### config.mk
export PLATFORM = sky130hd
export DESIGN_NAME = shell_command_tokenizer_core
export DESIGN_NICKNAME = d
export VERILOG_FILES = /design/src/rtl/core/sct_pkg.sv /design/src/rtl/core/shell_command_tokenizer_core.sv
export SDC_FILE = /design/constraint.sdc
export NUM_CORES = 1
export LEC_CHECK = 0
export ABC_AREA = 1
export BUFFER_PORTS_ARGS = -buffer_cell sky130_fd_sc_hd__buf_4
export CAP_MARGIN = 20
export CORE_ASPECT_RATIO = 0.9
export CORE_UTILIZATION = 45
export DETAILED_ROUTE_END_ITERATION = 7
export PLACE_DENSITY = 0.67
export SLEW_MARGIN = 10
export SYNTH_ARGS = -nofsm -noshare
export SYNTH_HDL_FRONTEND = slang
export SYNTH_SLANG_ARGS = --single-unit
### constraint.sdc
create_clock -name i_clk -period 3.3 [get_ports i_clk]
set_clock_uncertainty 0.15 [all_clocks]
set_input_delay 0.66 -clock i_clk [delete_from_list [all_inputs] [get_ports i_clk]]
set_output_delay 0.66 -clock i_clk [all_outputs]
set_load 0.05 [all_outputs]
### src/rtl/core/sct_pkg.sv
// Shared types and constants for the shell command tokenizer core.
// Standalone package; used by the core, its two port checkers and the testbench.
package sct_pkg;

    localparam int CHAR_W     = 7;
    localparam int KIND_W     = 4;
    localparam int S_TDATA_W  = 8;
    localparam int M_TDATA_W  = 16;
    localparam int MAX_RES    = 3;

    // token kinds
    localparam logic [KIND_W-1:0] KIND_WORD    = 4'd0;
    localparam logic [KIND_W-1:0] KIND_SQUOTE  = 4'd1;
    localparam logic [KIND_W-1:0] KIND_DQUOTE  = 4'd2;
    localparam logic [KIND_W-1:0] KIND_PIPE    = 4'd3;
    localparam logic [KIND_W-1:0] KIND_IN      = 4'd4;
    localparam logic [KIND_W-1:0] KIND_OUT     = 4'd5;
    localparam logic [KIND_W-1:0] KIND_OPEN    = 4'd6;
    localparam logic [KIND_W-1:0] KIND_CLOSE   = 4'd7;
    localparam logic [KIND_W-1:0] KIND_HEREDOC = 4'd8;
    localparam logic [KIND_W-1:0] KIND_APPEND  = 4'd9;
    localparam logic [KIND_W-1:0] KIND_AND     = 4'd10;
    localparam logic [KIND_W-1:0] KIND_OR      = 4'd11;

    // characters with a lexical meaning
    localparam logic [CHAR_W-1:0] CH_SPACE  = 7'd32;
    localparam logic [CHAR_W-1:0] CH_PIPE   = 7'h7C;
    localparam logic [CHAR_W-1:0] CH_AMP    = 7'h26;
    localparam logic [CHAR_W-1:0] CH_LT     = 7'h3C;
    localparam logic [CHAR_W-1:0] CH_GT     = 7'h3E;
    localparam logic [CHAR_W-1:0] CH_LPAREN = 7'h28;
    localparam logic [CHAR_W-1:0] CH_RPAREN = 7'h29;
    localparam logic [CHAR_W-1:0] CH_SQUOTE = 7'h27;
    localparam logic [CHAR_W-1:0] CH_DQUOTE = 7'h22;

    typedef struct packed {
        logic [KIND_W-1:0] kind;
        logic [CHAR_W-1:0] chr;
        logic              chr_v;
        logic              first;
        logic              last;
        logic              done;
    } t_res;

endpackage

### src/rtl/core/shell_command_tokenizer_core.sv
// Shell command tokenizer core: splits a character stream into token words.
// Depends on sct_pkg for token kinds, character codes and the result type.
// An accepted input word passes the input register, then the result bundle
//   register, before its first result word shows on the output port.
// Throughput: one input word per cycle while each word makes at most one
//   result and the receiver keeps tready high; a word that makes more results
//   holds the output port while the three-slot result bundle drains one slot per cycle that m_axis_tready is high.
// Reset: synchronous, active low; clears the lexer state, empties both
//   registers and holds s_axis_tready low until the cycle after release.
module shell_command_tokenizer_core (
    input  logic                          i_clk,
    input  logic                          i_rst_n,
    // character[6:0], zero pad[7]
    input  logic [sct_pkg::S_TDATA_W-1:0] s_axis_tdata,
    input  logic                          s_axis_tlast,   // line_end
    input  logic                          s_axis_tvalid,
    output logic                          s_axis_tready,
    // token_byte[6:0], byte_valid[7], token_first[8], token_last[9], zero pad
    output logic [sct_pkg::M_TDATA_W-1:0] m_axis_tdata,
    output logic [sct_pkg::KIND_W-1:0]    m_axis_tuser,   // token_kind[3:0]
    output logic                          m_axis_tlast,   // line_done
    output logic                          m_axis_tvalid,
    input  logic                          m_axis_tready
);
    import sct_pkg::*;

    typedef enum logic [1:0] {
        MODE_IDLE,
        MODE_WORD,
        MODE_QUOTED,
        MODE_WORD_AMP      // word whose held char is followed by a pending '&'
    } t_mode;

    typedef struct packed {
        t_mode             mode;
        logic              quote;    // 0 single, 1 double
        logic [CHAR_W-1:0] held;     // lookahead character
        logic              held_v;
        logic              started;  // current token already gave its first word
    } t_lex;

    typedef struct packed {
        t_lex           st;
        logic [1:0]     cnt;
        t_res [MAX_RES-1:0] res;
    } t_work;

    localparam t_lex LEX_RESET = '{MODE_IDLE, 1'b0, '0, 1'b0, 1'b0};

    // ---------------------------------------------------------------
    // Lexer step: each helper takes the work record and returns it updated
    // ---------------------------------------------------------------
    function automatic t_work emit(t_work w, logic [KIND_W-1:0] kind,
                                   logic [CHAR_W-1:0] b, logic v, logic f, logic l);
        t_work o;
        o = w;
        // drop anything past the third result
        if (w.cnt != 2'd3) begin
            o.res[w.cnt] = '{kind, b, v, f, l, 1'b0};
            o.cnt        = w.cnt + 2'd1;
        end
        return o;
    endfunction

    function automatic t_work emit_char(t_work w, logic [KIND_W-1:0] kind,
                                        logic [CHAR_W-1:0] ch, logic l);
        t_work o;
        o = emit(w, kind, ch, 1'b1, !w.st.started, l);
        o.st.started = 1'b1;
        return o;
    endfunction

    function automatic logic ends_word(logic [CHAR_W-1:0] c);
        return (c <= CH_SPACE) || (c == CH_PIPE) || (c == CH_LT) || (c == CH_GT) ||
               (c == CH_LPAREN) || (c == CH_RPAREN) || (c == CH_SQUOTE) ||
               (c == CH_DQUOTE);
    endfunction

    function automatic logic [KIND_W-1:0] single_kind(logic [CHAR_W-1:0] c);
        logic [KIND_W-1:0] k;
        if (c == CH_PIPE)    k = KIND_PIPE;
        else if (c == CH_LT) k = KIND_IN;
        else                 k = KIND_OUT;
        return k;
    endfunction

    function automatic logic [KIND_W-1:0] pair_kind(logic [CHAR_W-1:0] c);
        logic [KIND_W-1:0] k;
        if (c == CH_PIPE)    k = KIND_OR;
        else if (c == CH_LT) k = KIND_HEREDOC;
        else if (c == CH_GT) k = KIND_APPEND;
        else                 k = KIND_AND;
        return k;
    endfunction

    function automatic logic [KIND_W-1:0] quote_kind(logic q);
        return q ? KIND_DQUOTE : KIND_SQUOTE;
    endfunction

    // nothing held and no token open
    function automatic t_work start_idle(t_work w, logic [CHAR_W-1:0] c);
        t_work o;
        o    = w;
        o.st = LEX_RESET;
        if (c <= CH_SPACE) begin
            o.st = LEX_RESET;
        end else if (c == CH_LPAREN || c == CH_RPAREN) begin
            o = emit(o, (c == CH_LPAREN) ? KIND_OPEN : KIND_CLOSE, c, 1'b1, 1'b1, 1'b1);
        end else if (c == CH_PIPE || c == CH_LT || c == CH_GT || c == CH_AMP) begin
            o.st.held   = c;
            o.st.held_v = 1'b1;
        end else if (c == CH_SQUOTE || c == CH_DQUOTE) begin
            o.st.mode  = MODE_QUOTED;
            o.st.quote = (c == CH_DQUOTE);
        end else begin
            o.st.mode   = MODE_WORD;
            o.st.held   = c;
            o.st.held_v = 1'b1;
        end
        return o;
    endfunction

    function automatic t_work word_step(t_work w, logic [CHAR_W-1:0] c);
        t_work o;
        o = w;
        if (ends_word(c)) begin
            o = emit_char(o, KIND_WORD, w.st.held, 1'b1);
            o = start_idle(o, c);
        end else if (c == CH_AMP) begin
            o.st.mode = MODE_WORD_AMP;
        end else begin
            o = emit_char(o, KIND_WORD, w.st.held, 1'b0);
            o.st.held = c;
        end
        return o;
    endfunction

    function automatic t_work consume(t_work w, logic [CHAR_W-1:0] c);
        t_work             o;
        logic [CHAR_W-1:0] h;
        logic [CHAR_W-1:0] qc;
        o  = w;
        h  = w.st.held;
        qc = w.st.quote ? CH_DQUOTE : CH_SQUOTE;
        case (w.st.mode)
            MODE_IDLE: begin
                if (!w.st.held_v) begin
                    o = start_idle(o, c);
                end else if (c == h) begin
                    o    = emit(o, pair_kind(h), h, 1'b1, 1'b1, 1'b0);
                    o    = emit(o, pair_kind(h), c, 1'b1, 1'b0, 1'b1);
                    o.st = LEX_RESET;
                end else if (h == CH_AMP) begin
                    // lone '&' opens a word
                    o.st.mode    = MODE_WORD;
                    o.st.started = 1'b0;
                    o = word_step(o, c);
                end else begin
                    o = emit(o, single_kind(h), h, 1'b1, 1'b1, 1'b1);
                    o = start_idle(o, c);
                end
            end
            MODE_WORD: begin
                o = word_step(o, c);
            end
            MODE_QUOTED: begin
                if (c == qc) begin
                    if (w.st.held_v)
                        o = emit_char(o, quote_kind(w.st.quote), h, 1'b1);
                    else if (!w.st.started)
                        o = emit(o, quote_kind(w.st.quote), '0, 1'b0, 1'b1, 1'b1);
                    o.st = LEX_RESET;
                end else begin
                    if (w.st.held_v)
                        o = emit_char(o, quote_kind(w.st.quote), h, 1'b0);
                    o.st.held   = c;
                    o.st.held_v = 1'b1;
                end
            end
            default: begin
                if (c == CH_AMP) begin
                    o    = emit_char(o, KIND_WORD, h, 1'b1);
                    o    = emit(o, KIND_AND, CH_AMP, 1'b1, 1'b1, 1'b0);
                    o    = emit(o, KIND_AND, CH_AMP, 1'b1, 1'b0, 1'b1);
                    o.st = LEX_RESET;
                end else begin
                    // the pending '&' becomes part of the word
                    o         = emit_char(o, KIND_WORD, h, 1'b0);
                    o.st.mode = MODE_WORD;
                    o.st.held = CH_AMP;
                    o = word_step(o, c);
                end
            end
        endcase
        return o;
    endfunction

    function automatic t_work flush_line(t_work w);
        t_work             o;
        logic [CHAR_W-1:0] h;
        o = w;
        h = w.st.held;
        case (w.st.mode)
            MODE_IDLE: begin
                if (w.st.held_v) begin
                    if (h == CH_AMP)
                        o = emit(o, KIND_WORD, h, 1'b1, 1'b1, 1'b1);
                    else
                        o = emit(o, single_kind(h), h, 1'b1, 1'b1, 1'b1);
                end
            end
            MODE_WORD: begin
                o = emit_char(o, KIND_WORD, h, 1'b1);
            end
            MODE_QUOTED: begin
                if (w.st.held_v)
                    o = emit_char(o, quote_kind(w.st.quote), h, 1'b1);
                else if (!w.st.started)
                    o = emit(o, quote_kind(w.st.quote), '0, 1'b0, 1'b1, 1'b1);
            end
            default: begin
                o = emit_char(o, KIND_WORD, h, 1'b0);
                o = emit_char(o, KIND_WORD, CH_AMP, 1'b1);
            end
        endcase
        o.st = LEX_RESET;
        return o;
    endfunction

    // ---------------------------------------------------------------
    // Registers
    // ---------------------------------------------------------------
    logic              r_run;       // high from the cycle after reset release
    logic              r_in_v;
    logic [CHAR_W-1:0] r_in_char;
    logic              r_in_end;
    t_lex              r_lex;
    logic              r_b_v;       // result bundle holds words to send
    logic [1:0]        r_b_cnt;
    logic [1:0]        r_b_idx;
    t_res [MAX_RES-1:0] r_b_res;

    t_work n_work;
    logic  in_fire;
    logic  out_fire;
    logic  b_last;
    logic  b_free;
    logic  advance;
    t_res  cur;

    assign in_fire  = s_axis_tvalid && s_axis_tready;
    assign out_fire = m_axis_tvalid && m_axis_tready;
    assign b_last   = (r_b_idx == (r_b_cnt - 2'd1));
    // the bundle can take a new load when empty or its final word leaves now
    assign b_free   = !r_b_v || (out_fire && b_last);
    assign advance  = r_in_v && b_free;

    // accept while the input register is empty or moves on this cycle
    assign s_axis_tready = r_run && (!r_in_v || b_free);

    // run one lexer step on the registered word, then close the line if flagged
    always_comb begin
        n_work     = '0;
        n_work.st  = r_lex;
        n_work     = consume(n_work, r_in_char);
        if (r_in_end) begin
            n_work = flush_line(n_work);
            // a line end always gives at least a marker word
            if (n_work.cnt == 2'd0)
                n_work = emit(n_work, KIND_WORD, '0, 1'b0, 1'b0, 1'b0);
            n_work.res[n_work.cnt - 2'd1].done = 1'b1;
        end
    end

    // control: input valid, lexer state, bundle occupancy and read slot
    always_ff @(posedge i_clk) begin
        if (!i_rst_n) begin
            r_run   <= 1'b0;
            r_in_v  <= 1'b0;
            r_lex   <= LEX_RESET;
            r_b_v   <= 1'b0;
            r_b_cnt <= 2'd0;
            r_b_idx <= 2'd0;
        end else begin
            r_run <= 1'b1;
            if (in_fire)
                r_in_v <= 1'b1;
            else if (advance)
                r_in_v <= 1'b0;

            if (advance)
                r_lex <= n_work.st;

            // load a fresh bundle, else step through the one on show
            if (advance && (n_work.cnt != 2'd0)) begin
                r_b_v   <= 1'b1;
                r_b_cnt <= n_work.cnt;
                r_b_idx <= 2'd0;
            end else if (out_fire) begin
                if (b_last)
                    r_b_v <= 1'b0;
                else
                    r_b_idx <= r_b_idx + 2'd1;
            end
        end
    end

    // payload: held character and result words
    always_ff @(posedge i_clk) begin
        if (in_fire) begin
            r_in_char <= s_axis_tdata[CHAR_W-1:0];
            r_in_end  <= s_axis_tlast;
        end
        if (advance && (n_work.cnt != 2'd0))
            r_b_res <= n_work.res;
    end

    // ---------------------------------------------------------------
    // Output word
    // ---------------------------------------------------------------
    assign cur           = r_b_res[r_b_idx];
    assign m_axis_tvalid = r_b_v;
    assign m_axis_tdata  = {{(M_TDATA_W-CHAR_W-3){1'b0}},
                            cur.last, cur.first, cur.chr_v, cur.chr};
    assign m_axis_tuser  = cur.kind;
    assign m_axis_tlast  = cur.done;

endmodule

==> flow_summary.json <==
{
  "status": "finished clean",
  "postRouteWirelength_um": 16700,
  "final_common_cell": "nand2_1",
  "end_kind": "flip-flop",
  "synth_xor_area_share_pct": 0.661,
  "drive_gt1_share_pct": 16.8,
  "fmax_mhz": 323,
  "track_usage_pct": 28.8,
  "synthAdderAreaFrac_pct": 0,
  "cp_data_required_time_ns": 3.26,
  "critical-path-max-stage-delay_ns": 0.54,
  "die_h_um": 105,
  "fin_crit_sh_pct": 93.8,
  "fill_cells": 1123,
  "crit_path_top_delay_cell": "edfxtp_1",
  "crit_chain": "buf_4 > nand2_1 > nor2_1 > nand2_4 > nand3_4 > nor2_4 > nand2_1 > inv_1 > nand2_1 > nand3_2 > nand2_1 > nand2_1 > nand3_1 > o32ai_1",
  "fin_setup_tns_ns": 0,
  "met2_usage_pct": 43.1,
  "cts_sinks": 72,
  "max-cap-violations": 0,
  "synth_compound_area_share_pct": 15.2,
  "gp_congestion": 0.963,
  "relSlewSlack_pct": 51.5,
  "rows": 37,
  "die_w_um": 116,
  "core-area_um2": 11400,
  "drt-pass1-iter-count": 5,
  "hold_buffers": 0,
  "p_per_area_nw_per_um2": 394,
  "cts_buffers": 9,
  "max_slew.worst_pin.slew_ns": 0.725,
  "slew_violations": 0,
  "crit_top_cell": "nand2_1",
  "seq_area_frac_synth_pct": 37.2,
  "syn-mean-instance-area_um2": 6.88,
  "final-hold-violation-count": 0,
  "critPathBufInv": 2,
  "ff2ff_setup_slack_ns": 0.21,
  "yosys_warnings": 0,
  "ant_nets": 0,
  "grtUsageMet3_pct": 5.97,
  "yosys_most_used_dff": "edfxtp_1",
  "cts_max_level": 3,
  "antenna_found_initial": 0,
  "synth_cells": 770,
  "ioPinCount": 36,
  "holdCritPathClass": "input pin to flip-flop",
  "peakVddDrop_mv": 0.232,
  "path_clk_slew_ns": 0.06,
  "path_delay_family": "simple AND/OR/NAND/NOR gates",
  "antenna-diode-count": 0,
  "synth-seq-cells": 72,
  "drc": 0,
  "rsz0062_at_grt": "false",
  "synth_top_family_by_area": "simple AND/OR/NAND/NOR gates",
  "synth.distinct_cells": 46,
  "muxShareOfSynthArea_pct": 0,
  "first_global_vias": 4877,
  "fin_util_pct": 53.4,
  "path_class": "flip-flop to flip-flop",
  "grt_max_degree": 46,
  "root_buffer": "clkbuf_16",
  "vias": 5390,
  "clockBufferDepth": 2,
  "leakage_nw": 2.75,
  "setup_violations": 0,
  "avgViaCountPerCell": 5.56,
  "cp_max_fo": 10,
  "tritoncts": "built",
  "final_nets": 822,
  "startpoint_type": "flip-flop",
  "multiInputGateArea_um2": 2820,
  "area_growth_pct": 15.4,
  "clk_latency_ns": 0.34,
  "grt-ovfl-total": 0,
  "dp_slack_ns": 0.234,
  "netlist_area_um2": 5300,
  "die-area_um2": 12200,
  "setup_slack_ns": 0.206,
  "grt_pass1_wl_um": 26300,
  "dp_hpwl_um": 12700,
  "final_cell_mix": "209 x nand2_1, 102 x nor2_1, 79 x inv_1, 63 x nand3_1, 57 x buf_4",
  "seq_area_um2": 1970,
  "finalCriticalPeriod_ns": 3.09,
  "wire_per_inst_um": 17.2,
  "grt-busiest-layer": "met2",
  "grtUsageMet1_pct": 40.9,
  "synthArstFlopShare_pct": 0,
  "synthSimpleGateAreaFrac_pct": 36.8,
  "start_util_pct": 46.3,
  "crit_arrival_ns": 3.06,
  "drt_iter0_drc": 475,
  "port-buffer-count": 28,
  "synth_edf_count": 53
}
[power by group]
part	internal, mW	switching [mW]
logic	0.0975	0.231
clock network	0.667	0.396
registers	0.994	0.0199
[final timing paths]
path                startpoint          end  cells past startpoint
hold reg to reg     r_b_cnt[1]   r_b_cnt[1]                      2
setup reg to reg  r_in_char[3]  r_b_res[25]                     14
setup / recovery  r_in_char[3]  r_b_res[25]                     14
hold / removal         i_rst_n        r_run                      1
[synthesized netlist by cell type, drive strengths merged, types with 2 or more instances]
cell type  number  share of area [%]
nor4            3               0.35
buf            18                2.1
xnor2           3               0.50
o21ai          55                5.3
nand2         230                 18
edfxtp         53                 30
o221ai          4               0.66
nand3          70                7.6
nand4           6               0.83
a31oi           3               0.35
a21oi          37                3.8
o31ai          16                2.3
o22ai           3               0.35
o211ai          6               0.85
inv            94                6.7
clkbuf         17                1.2
a22oi           2               0.28
dfxtp          19                7.2
a32o            2               0.38
nor3            3               0.28
nor2          116                9.9
[per-stage QoR]
step                area [um2]  total power [mW]  cells  hold WS, ns
CTS                       6070              2.41    965        0.293
global placement          5750              1.35    949        0.323
detailed placement        5750              1.35    949        0.332
floorplan                 5320              1.26    775        0.309
global route              6110              2.49    970        0.291
finish                    6110              2.41    970        0.301
[layer usage]
metal / vias to the layer above / routed length [um]
met5: - / 0
met4: 0 / 419
met3: 28 / 1230
met2: 224 / 7410
met1: 2527 / 7630
li1: 2611 / -
[worst reg2reg max path: stages (launching register included)]
cell,delay [ns]
edfxtp_1,0.54
buf_4,0.21
nand2_1,0.08
nor2_1,0.07
nand2_4,0.15
nand3_4,0.12
nor2_4,0.20
nand2_1,0.11
inv_1,0.08
nand2_1,0.06
nand3_2,0.10
nand2_1,0.15
nand2_1,0.34
nand3_1,0.13
o32ai_1,0.38
[kinds of logic (layout without fill, tap and decap cells)]
logic type	count (synthesis)	count (layout)
other	1	6
buffers and inverters	130	169
xor gates and xnor gates	4	4
and+or+nand+nor	429	429
DFF	72	72
AOI/OAI and AO/OA	134	134
[timing repair]
item | 4_1_cts | 5_1_grt
resized for setup | 0 | 1
endpoints found under the setup margin | 0 | 53
buffers inserted | 0 | 5
[cell type report]
cell class                 count  share of cell area [%]
multi-input combinational    573                    46.1
sequential                    72                    32.3
timing repair buffer          58                    7.33
inverter                      95                    5.88
clock buffer                  10                    3.75
tap                          156                    3.19
clock inverter                 6                    1.52
[state kept, by name, indices dropped and copies added (netlist names)]
register,flops
r_run,1
r_b_idx,2
r_in_char,7
r_b_res,45
m_axis_tvalid,1
r_lex,12
r_in_v,1
r_in_end,1
r_b_cnt,2
(Power assumes the default switching activity.)
